### src/rtl/core/dsq_pkg.sv
// Shared types, codes and the deadline comparison for the deadline sleep queue.
// Used by dsq_cell and deadline_sleep_queue_core; depends on nothing else.
`default_nettype none

package dsq_pkg;

	localparam logic [29:0] NSEC_PER_SEC = 30'd1000000000;

	typedef enum logic [1:0] {
		KIND_TICK   = 2'd0,
		KIND_ADD    = 2'd1,
		KIND_CANCEL = 2'd2,
		KIND_UNUSED = 2'd3
	} kind_t;

	typedef enum logic [1:0] {
		STATUS_OK        = 2'd0,
		STATUS_BAD_NSEC  = 2'd1,
		STATUS_FULL      = 2'd2,
		STATUS_NOT_FOUND = 2'd3
	} status_t;

	typedef enum logic [2:0] {
		OP_HOLD   = 3'd0,
		OP_MARK   = 3'd1,
		OP_STEP   = 3'd2,
		OP_INSERT = 3'd3,
		OP_REMOVE = 3'd4
	} op_t;

	typedef struct packed {
		logic        valid;
		logic        mark;
		logic [31:0] sec;
		logic [29:0] nsec;
		logic [7:0]  task_id;
	} entry_t;

	typedef struct packed {
		op_t         op;
		logic [31:0] key_sec;
		logic [29:0] key_nsec;
		logic [7:0]  task_id;
		entry_t      head;
	} cmd_t;

	// True when time a is at or after time b; seconds wrap.
	function automatic logic time_ge(input logic [31:0] as, input logic [29:0] an,
			input logic [31:0] bs, input logic [29:0] bn);
		logic [31:0] diff;
		diff = as - bs;
		if (as == bs) begin
			return an >= bn;
		end
		return !diff[31];
	endfunction

endpackage

`default_nettype wire

### src/rtl/core/dsq_cell.sv
// One slot of the sorted queue: holds an entry and moves it to or from its neighbours.
// Depends on dsq_pkg.
`default_nettype none

module dsq_cell (
	input  wire logic          clk,
	input  wire logic          arst_n,
	input  wire dsq_pkg::cmd_t cmd,
	input  wire dsq_pkg::entry_t left,
	input  wire dsq_pkg::entry_t right,
	input  wire logic          found_in,
	output logic               found_out,
	output logic               sel,
	output dsq_pkg::entry_t    entry
);

	logic            valid_q;
	logic            mark_q;
	logic [31:0]     sec_q;
	logic [29:0]     nsec_q;
	logic [7:0]      task_q;
	logic            ge;
	logic            hit;
	logic            keep_head;
	dsq_pkg::entry_t nxt;

	assign entry = '{valid: valid_q, mark: mark_q, sec: sec_q, nsec: nsec_q, task_id: task_q};

	always_comb begin
		ge        = dsq_pkg::time_ge(cmd.key_sec, cmd.key_nsec, sec_q, nsec_q);
		keep_head = cmd.head.valid && !cmd.head.mark;
		hit       = 1'b0;
		nxt       = entry;
		unique case (cmd.op)
			dsq_pkg::OP_MARK: begin
				nxt.mark = valid_q && ge;
			end
			dsq_pkg::OP_STEP: begin
				if (valid_q && !right.valid && keep_head) begin
					nxt      = cmd.head;
					nxt.mark = 1'b0;
				end else begin
					nxt = right;
				end
			end
			dsq_pkg::OP_INSERT: begin
				hit = !valid_q || !ge;
				if (found_in) begin
					nxt = left;
				end else if (hit) begin
					nxt = '{valid: 1'b1, mark: 1'b0, sec: cmd.key_sec,
						nsec: cmd.key_nsec, task_id: cmd.task_id};
				end
			end
			dsq_pkg::OP_REMOVE: begin
				hit = valid_q && (task_q == cmd.task_id);
				if (found_in || hit) begin
					nxt = right;
				end
			end
			default: begin
				nxt = entry;
			end
		endcase
		found_out = found_in || hit;
		sel       = hit && !found_in;
	end

	always_ff @(posedge clk or negedge arst_n) begin
		if (!arst_n) begin
			valid_q <= 1'b0;
			mark_q  <= 1'b0;
		end else begin
			valid_q <= nxt.valid;
			mark_q  <= nxt.mark;
		end
	end

	always_ff @(posedge clk) begin
		sec_q  <= nxt.sec;
		nsec_q <= nxt.nsec;
		task_q <= nxt.task_id;
	end

endmodule

`default_nettype wire

### config.mk
export PLATFORM = sky130hd
export DESIGN_NAME = dsq_cell
export DESIGN_NICKNAME = d
export VERILOG_FILES = /design/src/rtl/core/dsq_pkg.sv /design/src/rtl/core/dsq_cell.sv
export SDC_FILE = /design/constraint.sdc
export NUM_CORES = 1
export LEC_CHECK = 0
export ABC_AREA = 0
export BUFFER_PORTS_ARGS = -buffer_cell sky130_fd_sc_hd__buf_2
export CORE_AREA = 2 2 144 146
export DETAILED_ROUTE_END_ITERATION = 7
export DIE_AREA = 0 0 146 148
export SLEW_MARGIN = 10
export SYNTH_ARGS = -nofsm -noshare
export SYNTH_HDL_FRONTEND = slang
export SYNTH_SLANG_ARGS = --single-unit
### constraint.sdc
create_clock -name clk -period 9.9 [get_ports clk]
set_clock_uncertainty 0.2 [all_clocks]
set_input_delay 1.98 -clock clk [delete_from_list [all_inputs] [get_ports clk]]
set_output_delay 1.98 -clock clk [all_outputs]
set_load 0.05 [all_outputs]
======== Yosys cells after proc, flatten, opt, wreduce, memory -nomap -nowiden ========
Index checks and enable logic that the tools add are counted.
word-level totals
  register bits ........................... 72
  bits in latches ......................... 0
  memory bits (writable) .................. 0
  ROM bits ................................ 0
  input bits .............................. 292
  output and inout bits ................... 74
  word-level logic and storage cells ...... 45
  memories kept ........................... 0
cells by class
  $add $sub $neg .......................... 1
  $mul .................................... 0
  div/mod/pow operators ................... 0
  $lt $le $gt $ge ......................... 1
  eq/ne operators ......................... 8
  shift-type cells ........................ 0
  multiplexer cells ....................... 11
  bitwise operators ....................... 0
  reduce and logical (&&, ||, !) cells .... 19
operators by type and width
  operator              number
  $mux W72              4
  $pmux W70 S3          1
  $eq A32 B32 Y1        1
  $sub A32 B32 Y32      1
  $ge A30 B30 Y1        1
  $eq A8 B8 Y1          1
  $eq A3 B2 Y1 const B  2
  $logic_and A1 B1 Y1   6
  $logic_not A1 Y1      6
  $reduce_and A3 Y1     2
  $pmux W1 S4           1
  $reduce_bool A4 Y1    1
  $eq A3 B1 Y1 const B  1
  $eq A3 B3 Y1 const B  1
  $logic_or A1 B1 Y1    3
  $mux W1               3
  $ne A3 B3 Y1 const B  1
  $pmux W1 S3           1
  $reduce_bool A3 Y1    1
  $ne A2 B2 Y1 const B  1
  $pmux W1 S2           1

======== Logic depth before layout (Yosys ltp) ========
Gate-level depths: netlist of run 1.
  depth after elaboration ................. 8
  depth in mapped cells ................... 9
  gate-level depth less buffers ........... 9

======== Least setup slack after synthesis of run 1 ========
OpenSTA, ideal clock, no wires.
  kind .................................... input-to-reg
  start point ............................. input cmd[89] (netlist bit)
  end point ............................... register nsec_q[0], enable pin
  setup time .............................. 0.523 ns
  data arrival time ....................... 6.897 ns
  data required time ...................... 9.177 ns
  path slack .............................. 2.280 ns
  stages on the path ...................... 8
  path buffers ............................ 0
  path through ............................ ha_1 > a21oi_1 > o21ai_1 > a221o_1 > a2111oi_1 > a2bb2oi_1 > nor4_1 > o22ai_1
on the way
  longest elaborated chain between the ends .. 7
RTL lines
  element                             RTL line        source
  start: declaration                  dsq_cell.sv:8   input wire dsq_pkg::cmd_t cmd,
  $ge A30 B30 Y1                      dsq_pkg.sv:53   return an >= bn;
  $mux W1                             dsq_pkg.sv:52   if (as == bs) begin
  $mux W1                             dsq_pkg.sv:55   return !diff[31];
  $logic_not A1 Y1                    dsq_cell.sv:47  hit = !valid_q || !ge;
  $logic_or A1 B1 Y1                  dsq_cell.sv:47
  $ne A3 B3 Y1 (no source line)       -
  $reduce_and A3 Y1 (no source line)  -
  end signal: assignment              dsq_cell.sv:81  nsec_q <= nxt.nsec;
  end: declaration                    dsq_cell.sv:20  logic [29:0] nsec_q;
Every way passes these cells. The select of a mux whose other input is x is not followed.
A chain may end at the register's enable or synchronous reset.

======== Worst setup path in the final report of run 1 ========
  start point ............................. input cmd[123] (netlist bit)
  end point ............................... output sel
on the way
  longest elaborated chain between the ends .. 7
  elaborated cells on any way between the ends .. 9
  classes of those cells .................. 1 x add/sub; 1 x eq/ne; 3 x mux; 4 x reduce/logical
RTL lines
  element                                             RTL line                      source
  $sub A32 B32 Y32 or $eq A32 B32 Y1 (tied branches)  dsq_pkg.sv:51, dsq_pkg.sv:52
  $logic_not A1 Y1 or $mux W1 (tied branches)         dsq_pkg.sv:55, dsq_pkg.sv:52
  $mux W1 *                                           dsq_pkg.sv:55
  $logic_not A1 Y1 *                                  dsq_cell.sv:47
  $logic_or A1 B1 Y1 *                                dsq_cell.sv:47
  $pmux W1 S2 *                                       dsq_cell.sv:34                unique case (cmd.op)
  $logic_and A1 B1 Y1 *                               dsq_cell.sv:66                sel = hit && !found_in;
  end: declaration                                    dsq_cell.sv:13                output logic sel,
Mark *: on every way between the ends. The rest lies on a longest branch, timed or not.

==> results of run 1 <==
[final cells by class]
class                           instances  area [um^2]
Fill cell                            2103        11700
Multi-Input combinational cell        422         3410
Tap cell                              270          338
Timing Repair Buffer                  372         1880
Clock buffer                           12          236
Sequential cell                        72         2150
Antenna cell                            2         5.00
Clock inverter                          4         45.0
Inverter                               67          251
[registers in the layout, summed over array words and instances, names as in the netlist]
name     count
valid_q      1
mark_q       1
nsec_q      30
task_q       8
sec_q       32
[power by group through the flow]
stage | Sequential [mW] | Clock (mW) | Combinational (mW)
after detailed placement | 0.401 | 0 | 0.409
after floorplan | 0.499 | 0 | 0.170
after global routing | 0.399 | 0.345 | 0.443
after CTS | 0.395 | 0.332 | 0.410
final | 0.394 | 0.323 | 0.407
after global placement | 0.400 | 0 | 0.406
[worst paths after layout]
check                               start         to  cells past startpoint
worst max-delay path             cmd[123]        sel                     10
worst min-delay path               mark_q     mark_q                      2
worst max register to register  sec_q[13]  task_q[4]                     10
worst min register to register     mark_q     mark_q                      2
max in group asynchronous          arst_n     mark_q                      1
min in group asynchronous          arst_n    valid_q                      1
[layout by cell type, fill, tap and decap left out, types with 2 or more instances in the layout]
master and n:
diode_2 2, edfxtp_1 70, a21o_1 5, o21ai_1 2, and4_1 3, a211oi_1 2
clkbuf_16 9, nor2_1 81, o31a_1 2, nor4_1 3, a221oi_2 2, xnor2_1 8
nand3_1 9, buf_4 8, clkbuf_1 3, a221o_1 71, a21oi_2 2, buf_2 364
clkinv_2 3, dfrtp_1 2, o31ai_1 2, nand3b_1 4, o21ai_0 8, nand4_1 12
nand2b_1 4, nand2_1 17, inv_1 67, o2111ai_1 2, a21oi_1 27, mux2i_1 70
ha_1 61
[routing by layer]
metal	wire length [um]	part of all wire, %	track usage [%]	vias to the layer above
met5	11	0.052	0	-
met4	318	1.5	4.71	2
met3	1500	7.1	4.54	25
met2	10100	47	32.6	257
met1	9350	44	24.4	2741
li1	-	-	-	2967
[kinds of logic (layout without fill, tap and decap cells)]
group / count (synthesis) / in the layout / share of synthesized area, %
AOI/OAI and AO/OA: 134 / 134 / 19.1
xor gates and xnor gates: 9 / 9 / 1.33
buffers and inverters: 100 / 455 / 6.53
muxes: 71 / 71 / 12.0
adders and majority gates: 61 / 61 / 12.9
DFF: 72 / 72 / 36.4
and+or+nand+nor: 147 / 147 / 11.8
other: 0 / 2 / 0
[worst max-delay path, stage by stage]
cell and delay [ns]:
buf_2 0.12, ha_1 0.31, nand4_1 0.16, nor4_1 0.53, and4_1 0.31, o2111ai_1 0.11, a2bb2oi_1 0.33, o31ai_1 0.19
a21oi_1 0.16, buf_2 0.29
==> results.py, run 1 <==
metrics = {
    "route": {
        "post_drt_wl_per_cell_um": 17.4,
        "firstDrtPassIters": 4,
        "first_iter_violations": 285,
        "ant_nets": 0,
        "drcViolationCount": 0,
        "wirelength_um": 21300,
        "viasPerCell": 4.91,
        "vias": 5992,
    },
    "setup_path": {
        "required_ns": 7.72,
        "cp-start-kind": "primary input",
        "r2r_slack_ns": 6.30,
        "crit_arrival_ns": 4.50,
        "endpoint_kind": "primary output",
        "setup.worst_path.class": "primary input to primary output",
        "crit_path_max_fanout": 4,
    },
    "sta": {
        "slew_headroom_pct": 42.2,
        "fin_crit_ns": 6.68,
        "setup_viol": 0,
        "timing.setup.tns_ns": 0,
        "max_slew.worst_pin.slew_ns": 0.867,
        "rsz0062_at_grt": "no",
        "timing.final.crit_share_pct": 67.4,
        "fin_ws_ns": 3.22,
        "finalMaxSlewViolations": 0,
        "report.final.hold_viol_count": 0,
        "whs_ns": 0.364,
        "fmax_ghz": 0.150,
    },
    "pwr": {
        "power.density_nw_per_um2": 135,
        "p_total_mw": 1.12,
        "switching_share_pct": 35.9,
        "pwr-share-clk_pct": 28.7,
        "vdd_drop_max_uv": 82.4,
        "power.internal_uw": 720,
        "cellLeakagePower_nw": 4.19,
        "seqPwrFrac_pct": 35.1,
        "p_switching_uw": 404,
        "power_frac_comb_pct": 36.2,
    },
    "synth": {
        "synth_top_area_share_pct": 35.5,
        "synth_area_um2": 5920,
        "postSynth.asyncResetShare_pct": 2.78,
        "synth_warnings": 0,
        "synth_area_leaders": "edfxtp_1 36%, ha_1 13%, a221o_1 12%",
        "yosys.cell_types.count": 50,
        "synthCells": 594,
        "synth_common_cells": "81 x nor2_1, 71 x a221o_1, 70 x edfxtp_1, 70 x mux2i_1, 67 x inv_1",
        "ys.flop_type": "edfxtp_1",
        "yosysMostFrequentCell": "nor2_1",
        "avgSynthCellArea_um2": 9.97,
        "synth-seq-cells": 72,
        "syn-num-nets": 947,
        "synth_edf_count": 70,
        "synth_top_cell_by_area": "edfxtp_1",
        "seq_area_frac_synth_pct": 36.4,
    },
    "global_route": {
        "overflow": 0,
        "grt_util_all_layers_pct": 19.1,
        "grt_pass1_vias": 5987,
        "grt_pass1_wl_um": 32400,
        "grt_max_degree": 72,
        "antenna_found_initial": 3,
    },
    "clock_tree": {
        "cts_buffer_depth": 2,
        "clk_latency_ns": 0.34,
        "cts_resized": 0,
        "hold_buffers": 0,
        "root_buffer": "clkbuf_16",
        "cts_tree": "yes",
        "cts_made_buffers": 9,
        "htreeDepth": 3,
        "post_cts.repair.setup_buffers": 0,
        "clk_pin_slew_ns": 0.06,
        "cts.sinks": 72,
    },
    "layout": {
        "drive_gt1_share_pct": 41.9,
        "synthToLayoutAreaGrowth_pct": 40.6,
        "instances_no_fill": 1221,
        "final_net_count": 1297,
        "postLayoutCoreUtil_pct": 41.5,
        "final_area_um2": 8320,
    },
    "floorplan": {
        "die_w_um": 146,
        "die_h_um": 148,
        "io_pins": 366,
        "core-area_um2": 20000,
        "initial_utilization_pct": 29.5,
        "fp.dieArea_um2": 21600,
        "rows": 52,
    },
    "placement": {
        "place_inst": 1203,
        "port-buffer-count": 365,
        "dp_worst_setup_slack_ns": 3.22,
        "gp_congestion": 0.848,
        "placed_area_um2": 8040,
        "dpl.hpwl_um": 16600,
    },
    "flow_run": {
        "maxCapViolCount": 0,
    },
    "worst_hold_path": {
        "hp-class": "register to register",
    },
    "run_status": {
        "status": "finished, final reports clean",
    },
}
Note: power is estimated with default switching activity, not from simulation.
==> run 2, diff against run 1 <==
Settings changed: ABC_AREA 0 to 1, CORE_AREA 2 2 144 146 to 2 2 141 143, DIE_AREA 0 0 146 148 to 0 0 143 145, PLACE_DENSITY set to 0.67.
Clock period 9.9 ns to 5.8 ns, I/O delays scaled along.
==> run 2 against run 1 <==
Compared with the run above: area after synthesis rose by 12%; sequential cell count did not move; sequential share of layout area down 1.8 points; design area up 7.7%; power rose by 70%; global-route usage is 5.5 points higher; clock power grew 87%; critical endpoint is now found_out; highest routed layer unchanged.
==> results.py, run 2 <==
metrics = {
    "synth": {
        "synth_common_cells": "230 x nand2_1, 106 x inv_1, 99 x nor2_1",
        "synth_top_area_share_pct": 31.6,
        "syn-num-nets": 1269,
        "postSynth.asyncResetShare_pct": 2.78,
        "seq_area_frac_synth_pct": 32.3,
        "synth_edf_count": 70,
        "ys.flop_type": "edfxtp_1",
        "yosysMostFrequentCell": "nand2_1",
        "yosys.cell_types.count": 38,
        "synth-seq-cells": 72,
        "synth_area_um2": 6660,
        "avgSynthCellArea_um2": 7.27,
        "synth_warnings": 0,
        "synth_top_cell_by_area": "edfxtp_1",
        "synthCells": 916,
        "synth_area_leaders": "edfxtp_1 32%, nand2_1 13%, ha_1 11%",
    },
    "global_route": {
        "grt_max_degree": 74,
        "antenna_found_initial": 2,
        "overflow": 0,
        "grt_pass1_vias": 7199,
        "grt_util_all_layers_pct": 24.6,
        "grt_pass1_wl_um": 39700,
    },
    "setup_path": {
        "worstReg2RegStart": "sec_q[2]",
        "reg2reg_depth": 16,
        "r2r_slack_ns": 2.89,
        "crit_path_max_fanout": 3,
        "crit_arrival_ns": 3.12,
        "endpoint_kind": "primary output",
        "required_ns": 4.44,
        "setup.worst_path.class": "primary input to primary output",
        "rr_endpoint": "sec_q[14]",
        "cp-start-kind": "primary input",
    },
    "route": {
        "wl_met1_um": 11000,
        "post_drt_wl_per_cell_um": 17.4,
        "drcViolationCount": 0,
        "dr_wl_met3_um": 2180,
        "viasPerCell": 5.12,
        "wirelength_um": 26400,
        "ant_nets": 0,
        "firstDrtPassIters": 5,
        "vias": 7778,
        "wl_met2_um": 12700,
        "topRoutingLayerUsed": "met5",
        "first_iter_violations": 565,
    },
    "sta": {
        "fmax_ghz": 0.223,
        "finalMaxSlewViolations": 0,
        "fin_crit_ns": 4.48,
        "timing.final.crit_share_pct": 77.2,
        "timing.setup.tns_ns": 0,
        "rsz0062_at_grt": "no",
        "slew_headroom_pct": 38.3,
        "max_slew.worst_pin.slew_ns": 0.925,
        "fin_ws_ns": 1.32,
        "whs_ns": 0.299,
        "report.final.hold_viol_count": 0,
        "setup_viol": 0,
    },
    "floorplan": {
        "io_pins": 366,
        "core-area_um2": 19200,
        "die_w_um": 143,
        "initial_utilization_pct": 34.7,
        "rows": 51,
        "fp.dieArea_um2": 20700,
        "die_h_um": 145,
    },
    "placement": {
        "gp_congestion": 0.870,
        "dpl.hpwl_um": 20100,
        "port-buffer-count": 365,
        "placed_area_um2": 8650,
        "dp_worst_setup_slack_ns": 1.34,
    },
    "clock_tree": {
        "cts_tree": "yes",
        "hold_buffers": 0,
        "cts_buffer_depth": 2,
        "post_cts.repair.setup_buffers": 0,
        "root_buffer": "clkbuf_16",
        "cts.sinks": 72,
        "cts_resized": 0,
        "htreeDepth": 3,
        "cts_made_buffers": 9,
        "clk_pin_slew_ns": 0.06,
        "clk_latency_ns": 0.34,
    },
    "pwr": {
        "cellLeakagePower_nw": 4.34,
        "power.density_nw_per_um2": 213,
        "seqPwrFrac_pct": 34.5,
        "pwr-share-clk_pct": 31.7,
        "power.internal_mw": 1.22,
        "switching_share_pct": 36.1,
        "vdd_drop_max_uv": 126,
        "p_switching_uw": 688,
        "power_frac_comb_pct": 33.8,
    },
    "layout": {
        "reg.largest.list": "sec_q x32, nsec_q x30, task_q x8",
        "final_area_um2": 8960,
        "final_net_count": 1600,
        "synthToLayoutAreaGrowth_pct": 34.6,
        "regMostFlops": "sec_q",
        "final_common_cell": "buf_2",
        "final_cell_mix": "364 x buf_2, 230 x nand2_1, 105 x inv_1",
        "largest_reg_flops": 32,
        "postLayoutCoreUtil_pct": 46.7,
        "drive_gt1_share_pct": 33.1,
    },
    "worst_hold_path": {
        "hp-class": "register to register",
        "min_to": "mark_q",
        "hold_start": "mark_q",
        "hold_depth": 2,
    },
    "run_status": {
        "status": "finished, final reports clean",
    },
    "flow_run": {
        "maxCapViolCount": 0,
    },
}
## run 2: stage by stage
step	std cells	total power, mW
global route	1517	2.01
finish	1518	1.91
detailed placement	1501	1.31
global placement	1501	1.31
floorplan	916	1.07
CTS	1517	1.93
## run 2: logic make-up after synthesis
kind of cell    count (synthesis)  synth area share [%]
xor+xnor                        3                 0.395
flops                          72                  32.3
fa+ha+maj                      61                  11.5
simple gates                  414                  25.9
buf+inv                       167                  10.2
compound gates                199                  19.7
## run 2: critical path, stage by stage
cell and delay [ns]:
buf_2 0.12, ha_1 0.30, a21oi_1 0.24, nand2_1 0.09, nand2_1 0.06, nand2_1 0.04, nand2_1 0.05, nand2_1 0.11
nand2_1 0.10, nand3_1 0.08, nand3_2 0.14, nand2_1 0.07, a21oi_1 0.26, nand2_1 0.07, buf_2 0.22
## run 2: how the worst max path moves through the flow
stage                      to  cells after the start  slack [ns]     start
CTS                       sel                     13        1.32  cmd[132]
detailed placement        sel                     13        1.34  cmd[132]
global route        found_out                     18        1.16  cmd[112]
global placement          sel                     13        1.35  cmd[132]
floorplan                 sel                     14        1.52  cmd[128]
finish              found_out                     15        1.32  cmd[112]
## run 2: layout make-up
type	instances	area (um^2)
Timing Repair Buffer	375	1900
Antenna cell	1	2.50
Clock inverter	7	86.3
Sequential cell	72	2150
Fill cell	1953	10200
Clock buffer	9	225
Multi-Input combinational cell	677	3840
Inverter	112	422
Tap cell	265	332
## run 2: metal layers
| metal | up-vias | global-route usage, % |
|---|---|---|
| met5 | - | 0 |
| met4 | 2 | 8.07 |
| met3 | 38 | 5.12 |
| met2 | 390 | 41.5 |
| met1 | 3522 | 31.2 |
| li1 | 3826 | - |
## run 2: power by group through the flow
stage	Sequential, mW	Clock, mW	Combinational, mW
3_3_place_gp	0.667	0	0.639
2_1_floorplan	0.803	0	0.267
5_1_grt	0.663	0.639	0.707
4_1_cts	0.658	0.620	0.648
6_report	0.659	0.605	0.645
3_5_place_dp	0.669	0	0.645
